### src/drtm_pkg.sv
// ----------------------------------------------------------------------------
// drtm_pkg
// Shared types and constants for the descriptor ratio-test matcher.
// ----------------------------------------------------------------------------
`default_nettype none

package drtm_pkg;

   localparam int MAX_REFS    = 512;
   localparam int DESC_WORDS  = 4;
   localparam int DESC_BYTES  = DESC_WORDS * 8;
   localparam int DESC_BITS   = DESC_WORDS * 64;
   localparam int IDX_W       = $clog2(MAX_REFS);
   localparam int CNT_W       = $clog2(MAX_REFS + 1);
   localparam int SQ_W        = 16;
   localparam int PSUM_W      = 19;
   localparam int DIST_W      = 21;
   localparam int BEST_IDX_W  = 9;

   localparam int QUEUE_DEPTH = 4;
   localparam int QPTR_W      = $clog2(QUEUE_DEPTH);
   localparam int QCNT_W      = $clog2(QUEUE_DEPTH + 1);

   localparam logic [1:0] ACT_CLEAR = 2'd0;
   localparam logic [1:0] ACT_LOAD  = 2'd1;
   localparam logic [1:0] ACT_QUERY = 2'd2;

   typedef enum logic [1:0] {
      OP_CLEAR = 2'd0,
      OP_LOAD  = 2'd1,
      OP_QUERY = 2'd2
   } op_type;

   typedef struct packed {
      logic [1:0]  action;
      logic [63:0] desc_word0;
      logic [63:0] desc_word1;
      logic [63:0] desc_word2;
      logic [63:0] desc_word3;
   } req_type;

   typedef struct packed {
      logic                  match_found;
      logic [BEST_IDX_W-1:0] best_index;
      logic [DIST_W-1:0]     best_sq_dist;
      logic [DIST_W-1:0]     second_sq_dist;
      logic                  best_present;
      logic                  second_present;
   } rsp_type;

   typedef struct packed {
      op_type               op;
      logic [DESC_BITS-1:0] desc;
   } cmd_type;

endpackage

`default_nettype wire

### src/drtm_front.sv
// ----------------------------------------------------------------------------
// drtm_front
// Accepts request transactions, decodes the action and registers a command
// for the queue. Unused action codes are dropped here.
// ----------------------------------------------------------------------------
`default_nettype none

module drtm_front (
   input  wire logic              clock,
   input  wire logic              reset,
   input  wire logic              req_valid,
   output logic                   req_ready,
   input  wire drtm_pkg::req_type req_data,
   output logic                   cmd_valid,
   input  wire logic              cmd_ready,
   output drtm_pkg::cmd_type      cmd_data
);
   import drtm_pkg::*;

   logic        cmd_valid_ff, cmd_valid_in;
   cmd_type     cmd_ff, cmd_in;
   logic        keep;
   logic        accept;
   logic [63:0] words [4];

   assign req_ready = !cmd_valid_ff || cmd_ready;
   assign accept    = req_valid && req_ready;
   assign cmd_valid = cmd_valid_ff;
   assign cmd_data  = cmd_ff;

   assign words[0] = req_data.desc_word0;
   assign words[1] = req_data.desc_word1;
   assign words[2] = req_data.desc_word2;
   assign words[3] = req_data.desc_word3;

   always_comb begin
      keep      = 1'b1;
      cmd_in.op = OP_CLEAR;
      for (int w = 0; w < DESC_WORDS; w++) begin
         cmd_in.desc[64*w +: 64] = words[w];
      end
      unique case (req_data.action)
         ACT_CLEAR: cmd_in.op = OP_CLEAR;
         ACT_LOAD:  cmd_in.op = OP_LOAD;
         ACT_QUERY: cmd_in.op = OP_QUERY;
         default:   keep = 1'b0;
      endcase
   end

   always_comb begin
      cmd_valid_in = cmd_valid_ff;
      if (accept) begin
         cmd_valid_in = keep;
      end else if (cmd_ready) begin
         cmd_valid_in = 1'b0;
      end
   end

   always_ff @(posedge clock) begin
      if (reset) begin
         cmd_valid_ff <= 1'b0;
      end else begin
         cmd_valid_ff <= cmd_valid_in;
      end
      if (accept) begin
         cmd_ff <= cmd_in;
      end
   end

endmodule

`default_nettype wire

### config.mk
export PLATFORM = sky130hd
export DESIGN_NAME = drtm_front
export DESIGN_NICKNAME = d
export VERILOG_FILES = /design/src/drtm_pkg.sv /design/src/drtm_front.sv
export SDC_FILE = /design/constraint.sdc
export NUM_CORES = 1
export LEC_CHECK = 0
export BUFFER_PORTS_ARGS = -buffer_cell sky130_fd_sc_hd__buf_2
export CORE_AREA = 2 2 202 204
export DETAILED_ROUTE_END_ITERATION = 12
export DIE_AREA = 0 0 204 206
export PLACE_DENSITY_LB_ADDON = 0.25
export SLEW_MARGIN = 20
export SYNTH_ARGS = -nofsm -noshare
export SYNTH_HDL_FRONTEND = slang
export SYNTH_SLANG_ARGS = --single-unit
### constraint.sdc
create_clock -name clock -period 6 [get_ports clock]
set_input_delay 0.9 -clock clock [delete_from_list [all_inputs] [get_ports clock]]
set_output_delay 0.9 -clock clock [all_outputs]
set_load 0.02 [all_outputs]
# Word level (Yosys, flattened, before mapping)
# Index checks and enable logic that the tools add are counted.
# totals
out_inout_bits	260
in_bits	262
register_bits	259
wordCells	15
# classes
mux	4
reduce_logical	6
n_eq_ne	2
# op_table
operator	n
$pmux W2 S2	1
$mux W1	3
$reduce_or A3 Y1	1
$eq A2 B1 Y1 const B	1
$eq A2 B2 Y1 const B	1
$logic_not A2 Y1	1
$reduce_bool A2 Y1	1
$logic_and A1 B1 Y1	1
$logic_not A1 Y1	1
$logic_or A1 B1 Y1	1

# Depth between registers and ports, before layout
# logic_depth
word_depth	4
depth_mapped	2
mapped_depth_nobuf	2

# Least setup slack after synthesis
# Ideal clock, no wire load.
# synth_path
kind	input-to-reg
start	input cmd_ready
end	register cmd_ff, in the netlist cmd_data[0], enable pin
cell_stages	2
setup_slack_ns	1.313
setup_ns	0.510
path_buffers	0
arrival_time_ns	4.177
path_cell_list	nand2b_4 -> and2_2
# synth_between
elab_chain_len	2
# synth_rtl
element	line	rtl
start: declaration	drtm_front.sv:15	input wire logic cmd_ready,
$logic_or A1 B1 Y1	drtm_front.sv:26	assign req_ready = !cmd_valid_ff || cmd_ready;
$logic_and A1 B1 Y1	drtm_front.sv:27	assign accept = req_valid && req_ready;
named net accept	drtm_front.sv:23	logic accept;
end signal: assignment	drtm_front.sv:66	cmd_ff <= cmd_in;
end: declaration	drtm_front.sv:21	cmd_type cmd_ff, cmd_in;
# The timed path passes the listed nets, and every way through them passes these cells.
# A chain may end at the register's enable or synchronous reset.

# Worst setup path after layout
# layout_path
start	input cmd_ready
end	register cmd_ff, in the netlist cmd_data[17], enable pin
# The elaborated chain is that of the path after synthesis.

==> summary.txt <==
Outcome
  – Status: completed

Timing
  – Final period util: 0.421
  – Pins Over Slew Limit: 0
  – Setup ws final: 3.47 ns
  – Fin Hold WS: 0.498 ns
  – # setup viols final: 0
  – Tmin final: 2.53 ns
  – Worst relative slew slack: 0.382
  – Worst-Margin Slew: 0.928 ns
  – Unrepaired setup endpoints after global routing: no
  – Skew final: 0.0140 ns
  – Setup_tns: 0 ns
  – Fmax: 0.396 GHz
  – Final Hold Viols: 0

Job
  – Max Cap Viol: 0

Clock network
  – Inserted Clock Buffers: 30
  – CTS hold repair buffers: 0
  – Clk_lat worst skew: 0.56 ns
  – Postcts setup bufs: 0
  – Post-cts sizing count: 0
  – H-tree depth: 1
  – Clk slew on worst S/H paths: 0.06 ns
  – Root Buffer: clkbuf_16
  – Clk sinks: 259
  – CTS tree: done
  – Clock Tree Buf Depth: 3

Power
  – Peak VDD IR: 0.000181 V
  – Total design power: 4.33 mW
  – Static leakage: 5.08 nW
  – Power per Cell Area: 358 nW/um^2

Worst setup path
  – FF-to-FF Start: cmd_valid
  – Startpoint Class: primary input
  – CP Capture Point: cmd_data[17]
  – WS Path Type: in -> reg
  – Critical Path RT: 6.18 ns
  – CP startpoint: cmd_ready
  – R2R Setup Slk: 3.64 ns
  – Crit Path Max Fanout: 144
  – Worst r2r path cells: 3
  – Worst r2r dst: cmd_data[17]
  – Worst Path Arrival: 2.70 ns
  – Crit. End Element: flop

Drt
  – Vias per inst: 3.47
  – Routed WL: 22400 microns
  – Via count: 4777
  – Initial DRT Pass Iterations: 4
  – Drt wl/cell: 16.3 microns
  – DRC: 0
  – DRT iter0 DRCs: 161
  – Antenna Nets Post-Route: 0

Synthesis
  – Cell variety after synth: 7
  – Synth Cell Area: 7820 sq um
  – Sequential fraction of the synthesis area: 0.993
  – Syn nets: 527
  – Synthesized flop and latch total: 259
  – Syn avg cell area: 29.5 sq um
  – Yosys warns: 0
  – Synthesized instance count: 265

Floorplanning
  – IO Pins: 522
  – Die footprint: 42000 sq um
  – Die Height: 206 microns
  – Die Wd: 204 microns
  – FP Rows: 74
  – Core Footprint: 40200 sq um
  – Starting density of the core: 0.195

Global route
  – All-Layer GR Usage: 0.0960
  – Antenna violations before repair: 5
  – Top Usage Layer GRT: met2
  – Global-route wire length before repair: 29700 microns
  – Grt ovf: 0
  – Vias in the first global route: 4718
  – Met2 Track Usage GR: 0.165
  – Met3 usage: 0.0412
  – Largest net degree at the start of global routing: 145
  – GR Layer Usage met1: 0.104

Placed design
  – Final RePlAce weighted congestion: 0.732
  – PortBufs: 521
  – Dpl ws: 2.91 ns

Cells and area
  – Finished Core Util: 0.301
  – Area of the multi-input gates: 53.8 sq um
  – Fill cells: 4134
  – Area Growth Syn to Fin: 54.8%
  – Sequential cell area: 7770 sq um
  – Nets: 1082
  – Share of layout cells above drive strength 1: 0.673

Min path
  – Worst hold-check path type: reg -> reg
-- stage by stage --
step / std cells / area (sq um)
floorplan: 265 / 7820
CTS: 1374 / 12100
finish: 1376 / 12100
detailed placement: 1320 / 11100
global placement: 1320 / 11100
global route: 1374 / 12100
-- state kept, by name, indices dropped and copies added, names as in the netlist --
name       flops
cmd_valid      1
cmd_data     258
-- power breakdown --
group | switching (mW) | leakage (nW) | total [mW] | internal, mW
logic | 0.247 | 2.09 | 0.377 | 0.129
registers | 0.0240 | 2.51 | 2.15 | 2.12
clock network | 0.707 | 0.482 | 1.81 | 1.10
total | 0.978 | 5.08 | 4.33 | 3.35
-- cell usage in the layout (no fill, tap or decap), drive strengths merged, types with 2 or more instances in the layout --
cell    netlist  final
buf           0    523
bufinv        0      4
clkbuf        0     34
clkinv        0     14
diode         0      2
edfxtp      258    258
inv           0      2
nor2b         2      2
-- final cells by class --
class / count / share of cell area
clock buffers: 34 / 0.0650
repair buffers: 523 / 0.218
well taps: 532 / 0.0550
flip-flops and latches: 259 / 0.641
multi-input cells: 6 / 0.00444
clock inverters: 20 / 0.0161
diodes: 2 / 0.000413
-- critical path: stages --
cell and delay (ns):
buf_2 0.10, nand2b_4 0.13, and2_4 0.74, buf_12 0.56
-- Yosys cell counts --
master | instances | area (sq um)
a21bo_1 | 1 | 10.0
a21oi_2 | 1 | 8.76
and2_2 | 1 | 7.51
dfxtp_1 | 1 | 20.0
edfxtp_1 | 258 | 7750
nand2b_4 | 1 | 13.8
nor2b_1 | 2 | 12.5
-- worst min path at each step --
stage	startpoint	cells after the start	end	slack, ns
after floorplan	cmd_valid	2	cmd_valid	0.61
after detailed placement	cmd_valid	2	cmd_valid	0.50
after global placement	cmd_valid	2	cmd_valid	0.49
after global routing	req_data[214]	1	cmd_data[22]	0.47
final	cmd_valid	2	cmd_valid	0.50
after CTS	req_data[73]	1	cmd_data[137]	0.46
-- cell families (layout without fill, tap and decap cells) --
group,Yosys count,after routing,share of synthesized area
flip-flops,259,259,0.993
AND/OR/NAND/NOR,4,4,0.00432
AO/OA/AOI/OAI,2,2,0.00240
other,0,2,0
buffers and inverters,0,577,0
-- routing by layer --
layer | part of all wire | wire length, microns
met1 | 0.35 | 7870
met2 | 0.51 | 11400
met3 | 0.11 | 2530
met4 | 0.026 | 575
met5 | 0.0017 | 39
No activity file was read; power rests on OpenSTA's default activity.
