**config.mk**
```make
export PLATFORM = sky130hd
export DESIGN_NAME = drtm_queue
export DESIGN_NICKNAME = d
export VERILOG_FILES = /design/src/drtm_pkg.sv /design/src/drtm_queue.sv
export SDC_FILE = /design/constraint.sdc
export NUM_CORES = 1
export LEC_CHECK = 0
export BUFFER_PORTS_ARGS = -buffer_cell sky130_fd_sc_hd__buf_2
export CORE_ASPECT_RATIO = 0.6
export CORE_UTILIZATION = 40
export DETAILED_ROUTE_END_ITERATION = 10
export MAX_ROUTING_LAYER = met4
export PLACE_DENSITY = 0.59
export SETUP_SLACK_MARGIN = 0.4
export SYNTH_ARGS = -nofsm -noshare
export SYNTH_HDL_FRONTEND = slang
export SYNTH_SLANG_ARGS = --single-unit
```
**constraint.sdc**
```tcl
create_clock -name clock -period 23.4 [get_ports clock]
set_input_delay 4.68 -clock clock [delete_from_list [all_inputs] [get_ports clock]]
set_output_delay 4.68 -clock clock [all_outputs]
set_load 0.005 [all_outputs]
```
**src/drtm_pkg.sv**
```systemverilog
// ----------------------------------------------------------------------------
// drtm_pkg
// Shared types and constants for the descriptor ratio-test matcher.
// ----------------------------------------------------------------------------
`default_nettype none

package drtm_pkg;

   localparam int MAX_REFS    = 512;
   localparam int DESC_WORDS  = 4;
   localparam int DESC_BYTES  = DESC_WORDS * 8;
   localparam int DESC_BITS   = DESC_WORDS * 64;
   localparam int IDX_W       = $clog2(MAX_REFS);
   localparam int CNT_W       = $clog2(MAX_REFS + 1);
   localparam int SQ_W        = 16;
   localparam int PSUM_W      = 19;
   localparam int DIST_W      = 21;
   localparam int BEST_IDX_W  = 9;

   localparam int QUEUE_DEPTH = 4;
   localparam int QPTR_W      = $clog2(QUEUE_DEPTH);
   localparam int QCNT_W      = $clog2(QUEUE_DEPTH + 1);

   localparam logic [1:0] ACT_CLEAR = 2'd0;
   localparam logic [1:0] ACT_LOAD  = 2'd1;
   localparam logic [1:0] ACT_QUERY = 2'd2;

   typedef enum logic [1:0] {
      OP_CLEAR = 2'd0,
      OP_LOAD  = 2'd1,
      OP_QUERY = 2'd2
   } op_type;

   typedef struct packed {
      logic [1:0]  action;
      logic [63:0] desc_word0;
      logic [63:0] desc_word1;
      logic [63:0] desc_word2;
      logic [63:0] desc_word3;
   } req_type;

   typedef struct packed {
      logic                  match_found;
      logic [BEST_IDX_W-1:0] best_index;
      logic [DIST_W-1:0]     best_sq_dist;
      logic [DIST_W-1:0]     second_sq_dist;
      logic                  best_present;
      logic                  second_present;
   } rsp_type;

   typedef struct packed {
      op_type               op;
      logic [DESC_BITS-1:0] desc;
   } cmd_type;

endpackage

`default_nettype wire

```
**src/drtm_queue.sv**
```systemverilog
// ----------------------------------------------------------------------------
// drtm_queue
// Short command FIFO between the front end and the matching engine.
// ----------------------------------------------------------------------------
`default_nettype none

module drtm_queue (
   input  wire logic              clock,
   input  wire logic              reset,
   input  wire logic              push_valid,
   output logic                   push_ready,
   input  wire drtm_pkg::cmd_type push_data,
   output logic                   pop_valid,
   input  wire logic              pop_ready,
   output drtm_pkg::cmd_type      pop_data
);
   import drtm_pkg::*;

   cmd_type           slot_ff [QUEUE_DEPTH];
   logic [QPTR_W-1:0] wr_ptr_ff, wr_ptr_in;
   logic [QPTR_W-1:0] rd_ptr_ff, rd_ptr_in;
   logic [QCNT_W-1:0] fill_ff, fill_in;
   logic              push, pop;

   assign push_ready = (fill_ff != QCNT_W'(QUEUE_DEPTH));
   assign pop_valid  = (fill_ff != '0);
   assign pop_data   = slot_ff[rd_ptr_ff];
   assign push       = push_valid && push_ready;
   assign pop        = pop_valid && pop_ready;

   always_comb begin
      wr_ptr_in = push ? wr_ptr_ff + 1'b1 : wr_ptr_ff;
      rd_ptr_in = pop  ? rd_ptr_ff + 1'b1 : rd_ptr_ff;
      fill_in   = fill_ff;
      if (push && !pop) begin
         fill_in = fill_ff + 1'b1;
      end else if (pop && !push) begin
         fill_in = fill_ff - 1'b1;
      end
   end

   always_ff @(posedge clock) begin
      if (reset) begin
         wr_ptr_ff <= '0;
         rd_ptr_ff <= '0;
         fill_ff   <= '0;
      end else begin
         wr_ptr_ff <= wr_ptr_in;
         rd_ptr_ff <= rd_ptr_in;
         fill_ff   <= fill_in;
      end
      if (push) begin
         slot_ff[wr_ptr_ff] <= push_data;
      end
   end

`ifndef SYNTH
   a_fill_bound: assert property (@(posedge clock) disable iff (reset)
      fill_ff <= QCNT_W'(QUEUE_DEPTH))
      else $error("queue fill count exceeds depth");
`endif

endmodule

`default_nettype wire

```
# Word-level counts from Yosys, hierarchy flattened
# Memories as Yosys holds them, arrays and structs flattened. A register that Yosys moved wholly into a read port is not among the register bits.
# Cells that the tools add are included.
[op_classes]
n_eq_ne = 1
muxes = 6
n_addsub = 4
n_reduce_logical = 8
[ops]
columns = ["op", "n"]
rows = [
  ["3-bit two-way mux", 2],
  ["2-bit by 1-bit adder with 2-bit output, second input constant", 2],
  ["1-bit logical AND", 4],
  ["2-bit two-way mux", 2],
  ["3-bit by 1-bit adder with 3-bit output, second input constant", 1],
  ["3-bit inequality test, second input constant", 1],
  ["3-bit nonzero test", 1],
  ["3-bit by 1-bit subtractor with 3-bit output, second input constant", 1],
  ["1-bit zero test", 2],
  ["1-bit two-way mux", 2],
  ["2-bit nonzero test", 1],
]
[word_totals]
n_memories = 1
register_bits = 7
mem_bits_rw = 1032
out_inout_bits = 260
[memory_table]
columns = ["memory", "depth", "width", "rd", "rd_ports_with_merged_regs", "wr", "line_no", "source"]
rows = [
  ["slot_ff", 4, 258, 1, 1, 1, "drtm_queue.sv:19", "cmd_type slot_ff [QUEUE_DEPTH];"],
]

# Logic depth before layout (Yosys ltp)
[depth]
word_depth = 6
ltp_mapped = 8
depth_no_buf = 8

# Worst setup path after synthesis
# OpenSTA, ideal clock, no wires.
[synth_timing]
path_type = "input -> register"
start = "in push_valid"
end = "mem slot_ff[0][0] (netlist name), enable pin"
path_stages = 2
n_path_buf = 0
setup_ps = 652
t_arrival_ps = 10845
path_slack_ps = 11903
cell_sequence = "a21boi_2 and2_1"
[synth_via]
elab_chain_cells = 3
[synth_rtl]
columns = ["element", "line_no", "source"]
rows = [
  ["start: declaration", "drtm_queue.sv:10", "input wire logic push_valid,"],
  ["1-bit logical AND", "drtm_queue.sv:28", "assign push = push_valid && push_ready;"],
  ["1-bit two-way mux", "drtm_queue.sv:52", "if (push) begin"],
  ["1-bit two-way mux (not written as such)", "drtm_queue.sv:53", "slot_ff[wr_ptr_ff] <= push_data;"],
  ["end: declaration", "drtm_queue.sv:19", ""],
]
# Every way passes these cells.

==> reports/summary.txt <==
Crit path max-delay family - buffers and inverters
EDFF count, synth - 1032
crit-path max FO - 54
CTS tree - yes
Commonest cells post-synth - 1032 x edfxtp_1, 145 x mux4_2, 113 x mux4_1
H-Tree Depth - 3
power density cells - 108 nW/um^2
Clock Skew - 0.0255 ns
Worst setup EP type - output port
die height - 241 um
via-per-instance ratio - 5.13
ys async rst share - 0%
Syn Nets - 1664
tightest hold margin - 0.532 ns
top_reg_cell synth - edfxtp_1
Worst Hold Depth - 2
period utilization - 40.7%
endpoints failing setup - 0
Die Area - 96600 sq um
CP peak stage delay - 1.04 ns
post-CTS sizing - 0
RSZ-0062 raised after global routing - no
Min-Delay Endpoint - wr_ptr_ff[1]
Post-CTS Repair Setup Buffers - 0
Peak Freq - 105 MHz
DP HPWL - 48200 um
multi-input logic area - 6520 sq um
synthesized cell area - 38100 sq um
minimum clock period - 9.51 ns
post-synthesis to final-layout area growth - 18.5%
DR WL/cell - 23.8 um
CP dominant cell by count - buf_4
Max transition margin - 29.0%
worst reg-to-reg setup slack - 19.51 ns
clock transition at the registers of the reported paths - 0.06 ns
worst vdd ir - 0.0560 mV
WP data required - 18.72 ns
fraction of synthesized cell area taken by the top area cell type - 81.2%
Synth area leaders - edfxtp_1 81%, mux4_2 8.6%, mux4_1 7.8%
largest net degree at the start of global routing - 130
core area - 94200 sq um
nets@finish - 2247
layout cells sized above 1 - 40.4%
synthesis-stage register bit count - 1041
Longest Clk Path Bufs - 3
slowest CP cell - dfxtp_4
mean area per synthesized cell - 27.3 sq um
Starting Density - 40.5%
Final Hold Fails - 0
root buffer cell - clkbuf_16
final core occ - 48.0%
LEAKAGE - 15.1 nW
Skew-Pair Late Insertion Delay - 0.67 ns
die width - 401 um
startpoint of the worst hold path - wr_ptr_ff[1]
worst slew pin tran - 1.07 ns
max_cap viols - 0
First-pass DRT Iterations - 5
area leader, netlist - edfxtp_1
Routed Antenna Nets - 0
Cells after Synth - 1396
Crit Path Class - flip-flop to output port
worst min-delay path category - flip-flop to flip-flop
yosys warns - 0
Critical R2R Capture - slot_ff[1][190]
placed cell areas - 42100 sq um
synth unique cells - 24
cell breakdown of the critical path - buf_4 > buf_4 > buf_4 > mux4_1 > buf_2
most common cell in the netlist - edfxtp_1
vias in the first global route - 17100
I/O Buffers - 521
worst r2r path cells - 5
Total Wirelength - 79000 um
sequential-to-total area share from yosys stat - 81.7%
# rows - 87
first-pass GRT wire length - 114000 um
Seq. cell area - 31200 sq um
Arrival @ worst endpoint - 4.83 ns
Slew Viols, Final - 0
Initial DRC Count - 1077
GRT overflow - 0
Num CTS Buffers - 96
Residual DRC - 0
fill count - 7622
GRT Util Overall - 16.4%
initial antenna violation count - 13
worst path buffer plus inverter count - 4
via count - 17000
clock sinks - 1041
status - completed
Post-CTS Hold Buffers - 0
top-level port count - 522
routability cong. - 0.755
critical path startpoint category - flip-flop
finished layout cell area - 45200 sq um
Setup TNS - 0 ns
RR Startpoint - fill_ff[0]
[logic make-up after synthesis]
family,synth area share [%]
simple gates,0.220
flops,81.7
mux,16.4
buf+inv,1.24
xor+xnor,0.0918
compound gates,0.0984
fa+ha+maj,0.216
[report_power, final]
group          switching (W)  internal (W)  total, W
logic               0.000497      0.000490  0.000987
clock network       0.000673      0.000878   0.00155
registers          0.0000712       0.00226   0.00234
[metrics by stage]
stage	total power [W]	std cells	setup WS (ns)
CTS	0.00495	3302	13.63
global route	0.00507	3311	13.46
detailed placement	0.00340	3127	14.38
floorplan	0.00301	1396	11.90
finish	0.00487	3314	13.89
global placement	0.00338	3127	14.45
[final cells by class]
cell class	count	share of cell area [%]
clock buffer	116	5.53
timing repair buffer	544	6.18
multi-input combinational	293	14.4
sequential	1041	68.9
tap	1246	3.45
clock inverter	59	1.41
inverter	3	0.0249
antenna	12	0.0664
[layout by cell type (no fill, tap or decap), types with 2 or more instances in the layout]
| cell type | instances |
|---|---|
| dfxtp_4 | 2 |
| dfxtp_1 | 7 |
| inv_1 | 3 |
| inv_6 | 4 |
| diode_2 | 12 |
| buf_2 | 521 |
| buf_4 | 22 |
| clkinv_2 | 16 |
| edfxtp_1 | 1032 |
| mux4_2 | 145 |
| or3_1 | 2 |
| nor2_1 | 8 |
| xor2_1 | 4 |
| and2_4 | 4 |
| clkbuf_16 | 97 |
| clkbuf_1 | 19 |
| mux4_1 | 113 |
| mux2i_1 | 2 |
| nand2b_1 | 2 |
| ha_1 | 5 |
| clkinv_16 | 3 |
| clkinv_1 | 23 |
| bufinv_16 | 10 |
[sequential cells by signal (all words and copies together), names as in the netlist, named ones only]
name and count:
fill_ff 3, rd_ptr_ff 2, wr_ptr_ff 2, slot_ff 1032
[routing by layer]
layer / up-vias / wire, um / global-route usage (%)
met5: - / 0 / -
met4: 0 / 1190 / 3.79
met3: 93 / 4330 / 4.13
met2: 410 / 39600 / 25.7
met1: 9115 / 33900 / 21.7
li1: 7381 / - / -
[worst max-delay path by stage]
stage               slack (ns)  cells after the start             to  startpoint
detailed placement       14.38                      5  pop_data[189]   flip-flop
finish                   13.89                      5   pop_data[94]   flip-flop
floorplan                11.90                      2  slot_ff[0][0]  push_valid
CTS                      13.63                      5  pop_data[189]   flip-flop
global route             13.46                      5  pop_data[189]   flip-flop
global placement         14.45                      5  pop_data[189]   flip-flop
[worst reg2reg max path: stages (launching register included)]
cell and delay, ns:
dfxtp_1 0.45, nor2_1 0.10, a21boi_2 0.32, and2_4 0.74, buf_4 0.80, buf_4 0.94
(Power assumes the default switching activity.)
